## config.mk

```make
export PLATFORM = sky130hd
export DESIGN_NAME = mtg_temper
export DESIGN_NICKNAME = d
export VERILOG_FILES = /design/src/rtl/mersenne_twister_generator_top_defines.svh /design/src/rtl/mtg_pkg.sv /design/src/rtl/mtg_temper.sv
export SDC_FILE = /design/constraint.sdc
export NUM_CORES = 1
export LEC_CHECK = 0
export BUFFER_PORTS_ARGS = -buffer_cell sky130_fd_sc_hd__buf_4
export CORE_MARGIN = 1
export CORE_UTILIZATION = 39
export DETAILED_ROUTE_END_ITERATION = 10
export GPL_TIMING_DRIVEN = 0
export MAX_ROUTING_LAYER = met4
export PLACE_DENSITY = 0.91
export SLEW_MARGIN = 20
export SYNTH_ARGS = -nofsm -noshare
export SYNTH_HDL_FRONTEND = slang
export SYNTH_SLANG_ARGS = --single-unit
export TNS_END_PERCENT = 20
```

## constraint.sdc

```tcl
create_clock -name vclk -period 3.4
set_input_delay 0.51 -clock vclk [all_inputs]
set_output_delay 0.51 -clock vclk [all_outputs]
set_load 0.005 [all_outputs]
```

## src/rtl/mersenne_twister_generator_top_defines.svh

```systemverilog
// Assertion macros for the MT19937 generator
`ifndef MERSENNE_TWISTER_GENERATOR_TOP_DEFINES_SVH
`define MERSENNE_TWISTER_GENERATOR_TOP_DEFINES_SVH

// check that cond holds at every edge out of reset
`define MTG_ASSERT_ALWAYS(label, cond) \
	label: assert property (@(posedge clk) disable iff (!arst_n) (cond)) \
		else $error("mtg check failed");

// check that pre implies post at the same edge
`define MTG_ASSERT_IMPL(label, pre, post) \
	label: assert property (@(posedge clk) disable iff (!arst_n) (pre) |-> (post)) \
		else $error("mtg check failed");

`endif

```

## src/rtl/mtg_pkg.sv

```systemverilog
// Types and constants shared by the MT19937 generator
package mtg_pkg;
	localparam int unsigned STATE_LEN    = 624;
	localparam int unsigned TWIST_OFFSET = 397;
	localparam int unsigned IDX_W        = 10;

	localparam logic [IDX_W-1:0] IDX_LAST      = 10'd623;
	localparam logic [IDX_W-1:0] IDX_END       = 10'd624;
	localparam logic [IDX_W-1:0] IDX_UNSEEDED  = 10'd625;
	localparam logic [IDX_W-1:0] FAR_WRAP      = 10'd227;
	localparam logic [IDX_W-1:0] FAR_OFFSET    = 10'd397;

	localparam logic [31:0] TWIST_MATRIX = 32'h9908b0df;
	localparam logic [31:0] HIGH_BIT     = 32'h80000000;
	localparam logic [31:0] LOW_BITS     = 32'h7fffffff;
	localparam logic [31:0] TEMPER_B     = 32'h9d2c5680;
	localparam logic [31:0] TEMPER_C     = 32'hefc60000;
	localparam logic [31:0] MUL_LINEAR   = 32'd1812433253;
	localparam logic [31:0] MUL_ARRAY1   = 32'd1664525;
	localparam logic [31:0] MUL_ARRAY2   = 32'd1566083941;
	localparam logic [31:0] SEED_ARRAY   = 32'd19650218;
	localparam logic [31:0] SEED_DEFAULT = 32'd5489;

	typedef enum logic [1:0] {
		FUNC_DRAW   = 2'd0,
		FUNC_RESEED = 2'd1,
		FUNC_KEY    = 2'd2,
		FUNC_NONE   = 2'd3
	} func_t;

	typedef enum logic [1:0] {
		PURP_RESEED,
		PURP_DRAW,
		PURP_ARRAY
	} purpose_t;

	typedef enum logic [3:0] {
		ST_IDLE,
		ST_DRAW_RD,
		ST_DRAW_OUT,
		ST_SL_INIT,
		ST_SL_MUL,
		ST_SL_WR,
		ST_TW_INIT,
		ST_TW_A,
		ST_TW_B,
		ST_TW_C,
		ST_SA_RD,
		ST_SA_MUL,
		ST_SA_WR,
		ST_SA_WRAP,
		ST_SA_FIN
	} state_t;

	// state memory port request
	typedef struct packed {
		logic             we;
		logic [IDX_W-1:0] waddr;
		logic [31:0]      wdata;
		logic             re;
		logic [IDX_W-1:0] raddr;
	} mem_req_t;
endpackage

```

## src/rtl/mtg_temper.sv

```systemverilog
// Output tempering of one state word
module mtg_temper (
	input  logic [31:0] word_in,
	output logic [31:0] word_out
);
	logic [31:0] y1, y2, y3;

	// apply the four shift and mask steps
	always_comb begin
		y1       = word_in ^ (word_in >> 11);
		y2       = y1 ^ ((y1 << 7) & mtg_pkg::TEMPER_B);
		y3       = y2 ^ ((y2 << 15) & mtg_pkg::TEMPER_C);
		word_out = y3 ^ (y3 >> 18);
	end
endmodule

```

==> out/qor.log <==
qor: run_status.run_status finished clean
qor: setup_path.timing_worst_setup_path_type in2out
qor: logic_synthesis.muxShareOfSynthArea 0
qor: power_and_ir_drop.switching_power 0.000135 W
qor: die.die_w 42.3 microns
qor: setup_path.worstPathCellList buf_4 > xnor2_2 > xnor3_1 > xnor2_1 > buf_4
qor: setup_path.cpMostUsedCell sky130_fd_sc_hd__buf_4
qor: die.dieArea 0.00179 sq mm
qor: timing.hold_viol_final 0
qor: die.floorplan.initialDensity 0.421
qor: drt.num_vias 631
qor: grt.number_of_global_route_vias_before_repair 635
qor: logic_synthesis.synth-compound-area-share 0
qor: power_and_ir_drop.cellPowerDensity 325 mW/mm^2
qor: drt.drtPass1Iterations 3
qor: cells_and_area.postLayoutCoreUtil 0.753
qor: placement.gp_routability_congestion 0.750
qor: timing.rsz0062_at_grt false
qor: logic_synthesis.area_contributors_post_synth sky130_fd_sc_hd__xnor2_1 44%, sky130_fd_sc_hd__xnor3_1 21%, sky130_fd_sc_hd__xor2_1 18%, sky130_fd_sc_hd__xnor2_2 10%, sky130_fd_sc_hd__xor3_1 3.7%
qor: drt.wirelength 1.62 mm
qor: timing.finalSetupViolations 0
qor: drt.drt.antenna.violating_nets 0
qor: logic_synthesis.syn-num-nets 89
qor: cells_and_area.antennaDiodeCount 0
qor: setup_path.cpMaxStageDelayCell sky130_fd_sc_hd__xnor3_1
qor: cells_and_area.num-fill-cells 128
qor: power_and_ir_drop.share_comb_of_total_power 1.000
qor: timing.relSlewSlack 0.723
qor: run.maxcap_viol_count 0
qor: power_and_ir_drop.worst_ir_drop_vdd 0.177 mV
qor: logic_synthesis.synth_adder_area_share 0
qor: logic_synthesis.synth_top_family_by_area XOR/XNOR gates
qor: drt.drcViolationCount 0
qor: cells_and_area.area_growth 78.9%
qor: timing.max_freq 0.454 GHz
qor: timing.total_negative_slack_for_setup_checks 0 ns
qor: timing.final.min_clock_period 2.20 ns
qor: timing.worst_slew_pin_slew 0.413 ns
qor: timing.slew_viol_final 0
qor: cells_and_area.final-seq-area 0 sq um
qor: setup_path.largest_stage_delay_worst_path 0.50 ns
qor: setup_path.startpoint_types input port
qor: min_path.timing.hold.worst.class in2out
qor: logic_synthesis.syn_inst 57
qor: die.ioPinCount 64
qor: power_and_ir_drop.power_frac_clock 0
qor: cells_and_area.layout.clock_buffers 0
qor: placement.port-buffer-count 64
qor: power_and_ir_drop.seq_power_share 0
qor: clock_network.resized_gates_after_cts 0
qor: die.placeableCoreArea 0.00151 sq mm
qor: clock_network.cts_setup_buffers 0
qor: grt.grt_first_pass_wirelength 2.63 mm
qor: logic_synthesis.synth_top_area_share 0.442
qor: die.row_count 14
qor: timing.final.period_utilization 0.648
qor: cells_and_area.finalNetCount 155
qor: power_and_ir_drop.cellLeakagePower 0.575 nW
qor: setup_path.cp-end-kind output port
qor: drt.detail_route.vias_per_cell 4.61
qor: drt.initialDrtViolationCount 5
qor: logic_synthesis.yosysWarnings 0
qor: clock_network.cts_hold_buf 0
qor: logic_synthesis.yosys.area.top_type sky130_fd_sc_hd__xnor2_1
qor: drt.wl_per_cell 11.8 microns
qor: logic_synthesis.synth.lib_cells_used.distinct 6
qor: setup_path.timing.critical_path.fanout_max 4
qor: grt.grt_start_max_net_pins 5
qor: logic_synthesis.synth_seq_area_share 0
qor: logic_synthesis.post_synth_and_or_nand_nor_area_fraction 0
qor: logic_synthesis.post_synth_xor_area_fraction 1.00
qor: setup_path.worstPathRequired 2.89 ns
qor: logic_synthesis.post_synth_instance_area 634 sq um
qor: logic_synthesis.synthesis.area_per_instance 11.1 sq um
qor: cells_and_area.seq_cells 0
qor: grt.globalRouteTotalUtil 0.187
qor: die.floorplan.die.height 42.3 microns
qor: power_and_ir_drop.net_switching_fraction_of_the_power 0.366
qor: cells_and_area.drive_gt1_frac 0.570
qor: setup_path.critPathArrivalTime 1.69 ns
qor: power_and_ir_drop.p_int 0.000234 W
qor: grt.grt.overflow.total 0
qor: grt.antenna_found_initial 0
qor: min_path.worst_hold_path_stage_count 3
[metrics by stage]
stage          worst slack, ns  area [sq um]  hold slack, ns  std cells  power [W]
6_report                  1.20          1130            1.30        137   0.000369
5_1_grt                   1.12          1130            1.32        137   0.000395
4_1_cts                   1.18          1130            1.30        137   0.000374
3_5_place_dp              1.20          1130            1.30        137   0.000373
3_3_place_gp              1.19          1130            1.30        137   0.000364
2_1_floorplan             1.50           634            1.07         57   0.000175
[power by group through the flow]
stage / clock network (W) / registers, W / logic (W)
5_1_grt: 0 / 0 / 0.000395
3_5_place_dp: 0 / 0 / 0.000373
3_3_place_gp: 0 / 0 / 0.000364
4_1_cts: 0 / 0 / 0.000374
2_1_floorplan: 0 / 0 / 0.000175
6_report: 0 / 0 / 0.000369
[cells in the final DEF (no fill, tap or decap)]
cell / instances
sky130_fd_sc_hd__xnor2_2: 4
sky130_fd_sc_hd__xnor2_1: 32
sky130_fd_sc_hd__buf_4: 64
sky130_fd_sc_hd__xor2_2: 1
sky130_fd_sc_hd__xor3_1: 1
sky130_fd_sc_hd__xnor3_1: 6
sky130_fd_sc_hd__xor2_1: 13
[critical path, delay by kind of cell]
kind / cells / cell delay [ns]
xor gates and xnor gates: 3 / 0.93
buffers and inverters: 2 / 0.25
[routing by layer]
metal  share of wire  vias to the layer above  track usage
met5               0                        -            -
met4               0                        0       0.0125
met3           0.079                        0       0.0302
met2            0.60                       31        0.400
met1            0.32                      293        0.175
li1                -                      307            -
[cells in the mapped netlist]
library cell and n:
sky130_fd_sc_hd__xnor2_2 4, sky130_fd_sc_hd__xnor2_1 32, sky130_fd_sc_hd__xor2_1 13, sky130_fd_sc_hd__xnor3_1 6, sky130_fd_sc_hd__xor2_2 1, sky130_fd_sc_hd__xor3_1 1
[final timing paths]
check	from	end
max	word_in[22]	word_out[0]
min	word_in[21]	word_out[28]
[area by class of cell]
type | instances | area, sq um | share of cell area
Multi-Input combinational cell | 57 | 634 | 0.559
Tap cell | 16 | 20.0 | 0.0176
Timing Repair Buffer | 64 | 480 | 0.423
[cells by family after synthesis]
logic type / count (synthesis)
xor+xnor: 57
Power figures use the tool's default switching activity.
