===== config.mk =====
export PLATFORM = sky130hd
export DESIGN_NAME = mtg_key_ram
export DESIGN_NICKNAME = d
export VERILOG_FILES = /design/src/rtl/mersenne_twister_generator_top_defines.svh /design/src/rtl/mtg_key_ram.sv
export SDC_FILE = /design/constraint.sdc
export NUM_CORES = 1
export LEC_CHECK = 0
export BUFFER_PORTS_ARGS = -buffer_cell sky130_fd_sc_hd__buf_2
export CAP_MARGIN = 20
export CORE_ASPECT_RATIO = 0.7
export CORE_MARGIN = 2
export CORE_UTILIZATION = 55
export DETAILED_ROUTE_END_ITERATION = 8
export PLACE_DENSITY = 0.72
export SYNTH_ARGS = -nofsm -noshare
export SYNTH_HDL_FRONTEND = slang
export SYNTH_SLANG_ARGS = --single-unit

===== constraint.sdc =====
create_clock -name clk -period 10.7 [get_ports clk]
set_input_delay 1.07 -clock clk [delete_from_list [all_inputs] [get_ports clk]]
set_output_delay 1.07 -clock clk [all_outputs]
set_load 0.01 [all_outputs]

===== src/rtl/mersenne_twister_generator_top_defines.svh =====
// Assertion macros for the MT19937 generator
`ifndef MERSENNE_TWISTER_GENERATOR_TOP_DEFINES_SVH
`define MERSENNE_TWISTER_GENERATOR_TOP_DEFINES_SVH

// check that cond holds at every edge out of reset
`define MTG_ASSERT_ALWAYS(label, cond) \
	label: assert property (@(posedge clk) disable iff (!arst_n) (cond)) \
		else $error("mtg check failed");

// check that pre implies post at the same edge
`define MTG_ASSERT_IMPL(label, pre, post) \
	label: assert property (@(posedge clk) disable iff (!arst_n) (pre) |-> (post)) \
		else $error("mtg check failed");

`endif


===== src/rtl/mtg_key_ram.sv =====
// Key word buffer with a registered read port
module mtg_key_ram #(
	parameter int unsigned DEPTH = 16,
	parameter int unsigned AW    = 4
) (
	input  logic          clk,
	input  logic          we,
	input  logic [AW-1:0] waddr,
	input  logic [31:0]   wdata,
	input  logic          re,
	input  logic [AW-1:0] raddr,
	output logic [31:0]   rdata
);
	logic [31:0] mem [DEPTH];

	always_ff @(posedge clk) begin
		if (we) begin
			mem[waddr] <= wdata;
		end
	end

	always_ff @(posedge clk) begin
		if (re) begin
			rdata <= mem[raddr];
		end
	end
endmodule


==> results of run 1 <==
[flip-flops by register name, indices dropped and copies added, names as in the netlist]
signal,count
mem,512
rdata,32
[worst reg2reg max path: stages (launching register included)]
cell                       delay [ps]
sky130_fd_sc_hd__edfxtp_1         370
sky130_fd_sc_hd__mux4_2           470
sky130_fd_sc_hd__a22oi_1          200
sky130_fd_sc_hd__nand2_1          140
[how the worst min path moves through the flow]
stage                                to  slack, ps  depth (start not counted)
global route        rdata[18]$_DFFE_PP_        760                          3
floorplan            rdata[0]$_DFFE_PP_        710                          3
global placement     rdata[2]$_DFFE_PP_        730                          3
CTS                 rdata[18]$_DFFE_PP_        750                          3
finish              rdata[18]$_DFFE_PP_        740                          3
detailed placement  rdata[22]$_DFFE_PP_        730                          3
[cell usage in the layout (no fill, tap or decap), drive strengths merged, types with 2 or more instances in the layout]
cell type,instances
nor2b,2
mux4,128
clkinvlp,3
nand3b,2
bufinv,4
edfxtp,544
nor3,4
buf,99
a22oi,64
clkinv,15
clkbuf,69
nor2,13
nand2b,2
nand2,33
[metrics by stage]
| stage | total power, mW | utilization [%] | hold slack, ps | instances |
|---|---|---|---|---|
| 2_1_floorplan | 2.58 | - | 710 | 838 |
| 3_3_place_gp | 2.66 | 59.1 | 726 | 1375 |
| 3_5_place_dp | 2.66 | 59.1 | 731 | 1375 |
| 4_1_cts | 4.36 | 63.4 | 745 | 1466 |
| 5_1_grt | 4.46 | 63.4 | 763 | 1466 |
| 6_report | 4.33 | 63.4 | 742 | 1467 |
[logic make-up (layout without fill, tap and decap cells)]
group	after synthesis	count (layout)	share of synthesized area (%)
buf+inv	43	191	1.10
other cells	0	1	0
simple gates	59	59	1.25
mux	128	128	14.3
flops	544	544	81.0
compound gates	64	64	2.38
[final cells by class]
type                            count  area (sq um)  area share [%]
Tap cell                          480           601            2.63
Multi-Input combinational cell    251          3750            16.4
Sequential cell                   544         16300            71.6
Antenna cell                        1          2.50          0.0110
Clock inverter                     23           220           0.965
Timing Repair Buffer              100           577            2.53
Clock buffer                       68          1340            5.87
[routing by layer]
metal / track usage (%) / vias up / part of all wire, %
li1: - / 3830 / -
met1: 34.4 / 4850 / 43
met2: 35.0 / 412 / 47
met3: 4.05 / 69 / 7.9
met4: 5.73 / 4 / 2.1
met5: 0 / - / 0.051
[power by group through the flow]
stage / Clock, mW / Combinational, mW / Sequential (mW)
after floorplan: 0 / 0.115 / 2.46
after global placement: 0 / 0.200 / 2.46
after detailed placement: 0 / 0.205 / 2.46
after CTS: 1.74 / 0.206 / 2.41
after global routing: 1.82 / 0.220 / 2.42
final: 1.71 / 0.203 / 2.41
==> load_flow_metrics.sql, run 1 <==
INSERT INTO impl_metrics (metric_group, metric, value, unit) VALUES
('outcome', 'run_status', 'complete, no violations', ''),
('cts', 'worstSkewPairLatency', '570', 'ps'),
('cts', 'cts_inserted_buffers', '50', ''),
('floorplanning', 'ioPinCount', '75', ''),
('power', 'vdd_drop_max', '0.168', 'mV'),
('worst_setup_path', 'cp.required', '10990', 'ps'),
('sta', 'report.final.setup_viol', '0', ''),
('grt', 'grt_util_all_layers', '22.7', '%'),
('hold_path', 'holdCritPathClass', 'register to register', ''),
('synthesis', 'syn-mean-instance-area', '24.1', 'sq um'),
('synthesis', 'asyncSetResetFlopFracSynth', '0', '%'),
('drt', 'vias_per_cell', '6.25', ''),
('worst_setup_path', 'end_kind', 'register', ''),
('power', 'seqPwrFrac', '55.8', '%'),
('job', 'drv_cap', '0', ''),
('floorplanning', 'design.core.area', '36000', 'sq um'),
('cts', 'cts_resized', '0', ''),
('place', 'gp_routability_congestion', '0.701', ''),
('cells_and_area', 'fill_cells', '2393', ''),
('floorplanning', 'initial_utilization', '56.0', '%'),
('cts', 'tritoncts_clock_tree', 'yes', ''),
('cts', 'clock_path_buffers', '3', ''),
('grt', 'pin_count_of_the_biggest_net_entering_global_routing', '82', ''),
('worst_setup_path', 'timing.reg2reg.worst_path_depth', '3', ''),
('grt', 'grt_pass1_vias', '9205', ''),
('synthesis', 'yosysUniqueCellTypes', '17', ''),
('hold_path', 'worstHoldStart', 'mem[4][18]$_DFFE_PP_', ''),
('drt', 'routed-via-count', '9165', ''),
('sta', 'rsz0062_at_grt', 'false', ''),
('sta', 'fin_ws', '7390', 'ps'),
('grt', 'globalRouteOverflowTotal', '0', ''),
('power', 'power_per_cell_area', '190', 'nW/um^2'),
('grt', 'antenna_found_initial', '3', ''),
('worst_setup_path', 'start_kind', 'input port', ''),
('cells_and_area', 'area_delta_synth_final', '13.1', '%'),
('power', 'switching_power', '0.872', 'mW'),
('drt', 'routedWlPerCell', '28.3', 'um'),
('floorplanning', 'core.rowCount', '58', ''),
('floorplanning', 'die_height', '164', 'um'),
('worst_setup_path', 'cp_slowest_stage_delay', '860', 'ps'),
('sta', 'slew_violations', '0', ''),
('worst_setup_path', 'reg2reg_slack', '9250', 'ps'),
('cells_and_area', 'final_area', '22800', 'sq um'),
('sta', 'finalWorstPathRequiredPeriod', '3310', 'ps'),
('synthesis', 'number_of_synthesized_flops_with_an_enable_pin', '544', ''),
('grt', 'grt_pass1_wl', '61.2', 'mm'),
('drt', 'antenna_left', '0', ''),
('worst_setup_path', 'crit_family', 'buffers and inverters', ''),
('cts', 'path_clk_slew', '60', 'ps'),
('power', 'power.share.combinational', '4.7', '%'),
('worst_setup_path', 'critical_path_endpoint', 'rdata[17]$_DFFE_PP_', ''),
('synthesis', 'synth_common_cells', 'sky130_fd_sc_hd__edfxtp_1, sky130_fd_sc_hd__mux4_2, sky130_fd_sc_hd__a22oi_1', ''),
('worst_setup_path', 'crit_path_cell_trace', 'clkbuf_8 > buf_4 > mux4_2 > a22oi_1 > nand2_1', ''),
('cells_and_area', 'design.final.nets', '990', ''),
('synthesis', 'synth_ff_type', 'sky130_fd_sc_hd__edfxtp_1', ''),
('sta', 'timing.clock.skew', '28.4', 'ps'),
('worst_setup_path', 'critical_path_depth', '5', ''),
('cts', 'cts-hold-fix-buffers', '0', ''),
('power', 'power_switching_share', '20.2', '%'),
('sta', 'final_min_period_over_clock_period', '30.9', '%'),
('cells_and_area', 'final_layout_size_suffix_gt1_share', '31.9', '%'),
('drt', 'initialDrtViolationCount', '1159', ''),
('drt', 'first_pass_iters', '5', ''),
('worst_setup_path', 'crit_type', 'input port to register', ''),
('place', 'worst_setup_slack_post_dpl', '6650', 'ps'),
('cts', 'numClockSinks', '544', ''),
('sta', 'transition_at_the_pin_with_the_smallest_max_transition_slack', '1060', 'ps'),
('synthesis', 'synth.most_common_cell', 'sky130_fd_sc_hd__edfxtp_1', ''),
('worst_setup_path', 'crit_arrival', '3600', 'ps'),
('synthesis', 'synth.yosys.seq_area_share', '81.0', '%'),
('synthesis', 'synth_nets', '881', '');
(Power assumes the default switching activity.)
==> run 2, diff against run 1 <==
- PLACE_DENSITY: 0.72 -> 0.75
- clock period: 10.7 -> 2.7 ns (I/O delays scaled with it)
==> run 2 against run 1 <==
  * Clock skew decreased by 20 ps
  * Non-clock buffer count grew 15
  * Die area is the same
  * Worst setup slack lost 6200 ps
  * Combinational power grew to 4.2 times the previous value
  * Largest cell class unchanged
  * Sequential cell count did not move
  * Sequential share of layout area fell by 0.66 points
==> load_flow_metrics.sql, run 2 (synthesized netlist as in run 1, its figures left out) <==
INSERT INTO impl_metrics (metric_group, metric, value, unit) VALUES
('sta', 'fin_ws', '1200', 'ps'),
('worst_setup_path', 'crit_type', 'register to register', ''),
('drt', 'wl', '42.5', 'mm'),
('place', 'worst_setup_slack_post_dpl', '607', 'ps'),
('worst_setup_path', 'timing.reg2reg.worst_path_depth', '3', ''),
('floorplanning', 'die_height', '164', 'um'),
('power', 'vdd_drop_max', '0.586', 'mV'),
('sta', 'final_min_period_over_clock_period', '55.5', '%'),
('grt', 'grt_pass1_wl', '63.0', 'mm'),
('cells_and_area', 'biggestRegsByFlops', 'mem x512, rdata x32', ''),
('drt', 'first_pass_iters', '6', ''),
('grt', 'pin_count_of_the_biggest_net_entering_global_routing', '36', ''),
('place', 'gp_routability_congestion', '0.715', ''),
('job', 'drv_cap', '0', ''),
('worst_setup_path', 'critical_path_endpoint', 'rdata[9]$_DFFE_PP_', ''),
('grt', 'antenna_found_initial', '4', ''),
('sta', 'slew_violations', '0', ''),
('outcome', 'run_status', 'complete, no violations', ''),
('cts', 'cts-hold-fix-buffers', '0', ''),
('floorplanning', 'die_w', '233', 'um'),
('worst_setup_path', 'start_kind', 'register', ''),
('drt', 'initialDrtViolationCount', '982', ''),
('sta', 'rsz0062_at_grt', 'false', ''),
('grt', 'globalRouteOverflowTotal', '0', ''),
('worst_setup_path', 'crit_arrival', '1810', 'ps'),
('cells_and_area', 'layout.cells.most_common', 'sky130_fd_sc_hd__edfxtp_1', ''),
('cts', 'cts_resized', '0', ''),
('floorplanning', 'design.core.area', '36000', 'sq um'),
('cts', 'clock_path_buffers', '3', ''),
('sta', 'max_slew_margin', '26.3', '%'),
('grt', 'grt_pass1_vias', '9651', ''),
('worst_setup_path', 'timing.rr.start', 'mem[2][9]$_DFFE_PP_', ''),
('sta', 'maxClockFrequency', '668', 'MHz'),
('cts', 'tritoncts_clock_tree', 'yes', ''),
('sta', 'report.final.setup_viol', '0', ''),
('worst_setup_path', 'crit_path_max_fanout', '1', ''),
('cts', 'cts_inserted_buffers', '48', ''),
('power', 'power_total', '16.9', 'mW'),
('cells_and_area', 'largest-register', 'mem', ''),
('cts', 'numClockSinks', '544', ''),
('cells_and_area', 'most-common-layout-cells', 'sky130_fd_sc_hd__edfxtp_1, sky130_fd_sc_hd__mux4_2, sky130_fd_sc_hd__buf_2', ''),
('sta', 'hold_viol_final', '0', ''),
('cts', 'postCtsSetupBuffers', '0', ''),
('place', 'detailedPlacementHpwl', '22.7', 'mm'),
('floorplanning', 'dieArea', '38300', 'sq um'),
('sta', 'finalWorstPathRequiredPeriod', '1500', 'ps'),
('drt', 'routed-via-count', '9275', ''),
('cts', 'cts_max_level', '2', ''),
('sta', 'timing.clock.skew', '8.40', 'ps'),
('cells_and_area', 'design.final.nets', '1003', ''),
('floorplanning', 'ioPinCount', '75', ''),
('cells_and_area', 'area_delta_synth_final', '14.2', '%'),
('sta', 'transition_at_the_pin_with_the_smallest_max_transition_slack', '1110', 'ps'),
('worst_setup_path', 'reg2reg_slack', '1200', 'ps'),
('floorplanning', 'core.rowCount', '58', ''),
('drt', 'antenna_left', '0', ''),
('power', 'power_per_cell_area', '732', 'nW/um^2'),
('drt', 'remaining_routing_drc_violations', '0', ''),
('cts', 'worstSkewPairLatency', '570', 'ps'),
('place', 'port_buffers', '74', ''),
('cells_and_area', 'largest_register_ff_count', '512', ''),
('power', 'leakage', '7.36', 'nW'),
('cts', 'cts_root_buf', 'sky130_fd_sc_hd__clkbuf_16', ''),
('floorplanning', 'initial_utilization', '56.0', '%'),
('cells_and_area', 'final_layout_size_suffix_gt1_share', '32.8', '%'),
('sta', 'hold_slack', '78.1', 'ps'),
('worst_setup_path', 'first_element_of_the_critical_path', 'mem[2][9]$_DFFE_PP_', ''),
('grt', 'grt_util_all_layers', '23.2', '%'),
('drt', 'vias_per_cell', '6.28', ''),
('worst_setup_path', 'cp.required', '3010', 'ps'),
('drt', 'routedWlPerCell', '28.8', 'um'),
('worst_setup_path', 'end_kind', 'register', ''),
('sta', 'tns', '0', 'ps'),
('worst_setup_path', 'r2r_end', 'rdata[9]$_DFFE_PP_', ''),
('cts', 'path_clk_slew', '60', 'ps'),
('hold_path', 'holdCritPathClass', 'input port to register', '');
[run 2: metal layers]
layer | vias to the layer above | wire (um) | global-route usage (%)
met1 | 4957 | 17100 | 32.7
met5 | - | 14 | 0
li1 | 3850 | - | -
met3 | 68 | 3330 | 4.76
met2 | 396 | 21300 | 38.2
met4 | 4 | 779 | 5.56
[run 2: area by class of cell]
cell class	instances	area, sq um
Multi-Input combinational cell	251	3770
Clock inverter	22	184
Sequential cell	544	16300
Timing Repair Buffer	115	865
Antenna cell	3	7.51
Tap cell	480	601
Clock buffer	61	1270
Fill cell	2345	13000
[run 2: worst max-delay path: stages (launching register included)]
cell and delay [ps]:
sky130_fd_sc_hd__edfxtp_1 400, sky130_fd_sc_hd__mux4_2 520, sky130_fd_sc_hd__a22oi_1 250, sky130_fd_sc_hd__nand2_1 80
[run 2: worst min path at each step]
stage | startpoint | to | depth (start not counted)
after floorplan | wdata[0] | mem[0][0]$_DFFE_PP_ | 0
after detailed placement | wdata[28] | mem[11][28]$_DFFE_PP_ | 1
after global routing | wdata[18] | mem[15][18]$_DFFE_PP_ | 1
final | wdata[18] | mem[9][18]$_DFFE_PP_ | 1
after global placement | wdata[18] | mem[7][18]$_DFFE_PP_ | 1
after CTS | wdata[17] | mem[9][17]$_DFFE_PP_ | 1
[run 2: metrics by stage]
stage               utilization [%]  instance area [sq um]  std cells
floorplan                         -                  20200        838
global placement               59.9                  21600       1390
detailed placement             59.9                  21600       1390
CTS                            64.0                  23000       1473
global route                   64.0                  23000       1473
finish                         64.0                  23000       1476
[run 2: where the power goes]
group / total (mW) / internal, mW / leakage (nW) / switching (mW)
sequential: 9.57 / 9.51 / 4.94 / 0.0576
clock: 6.45 / 3.60 / 0.711 / 2.85
combinational: 0.845 / 0.347 / 1.70 / 0.498
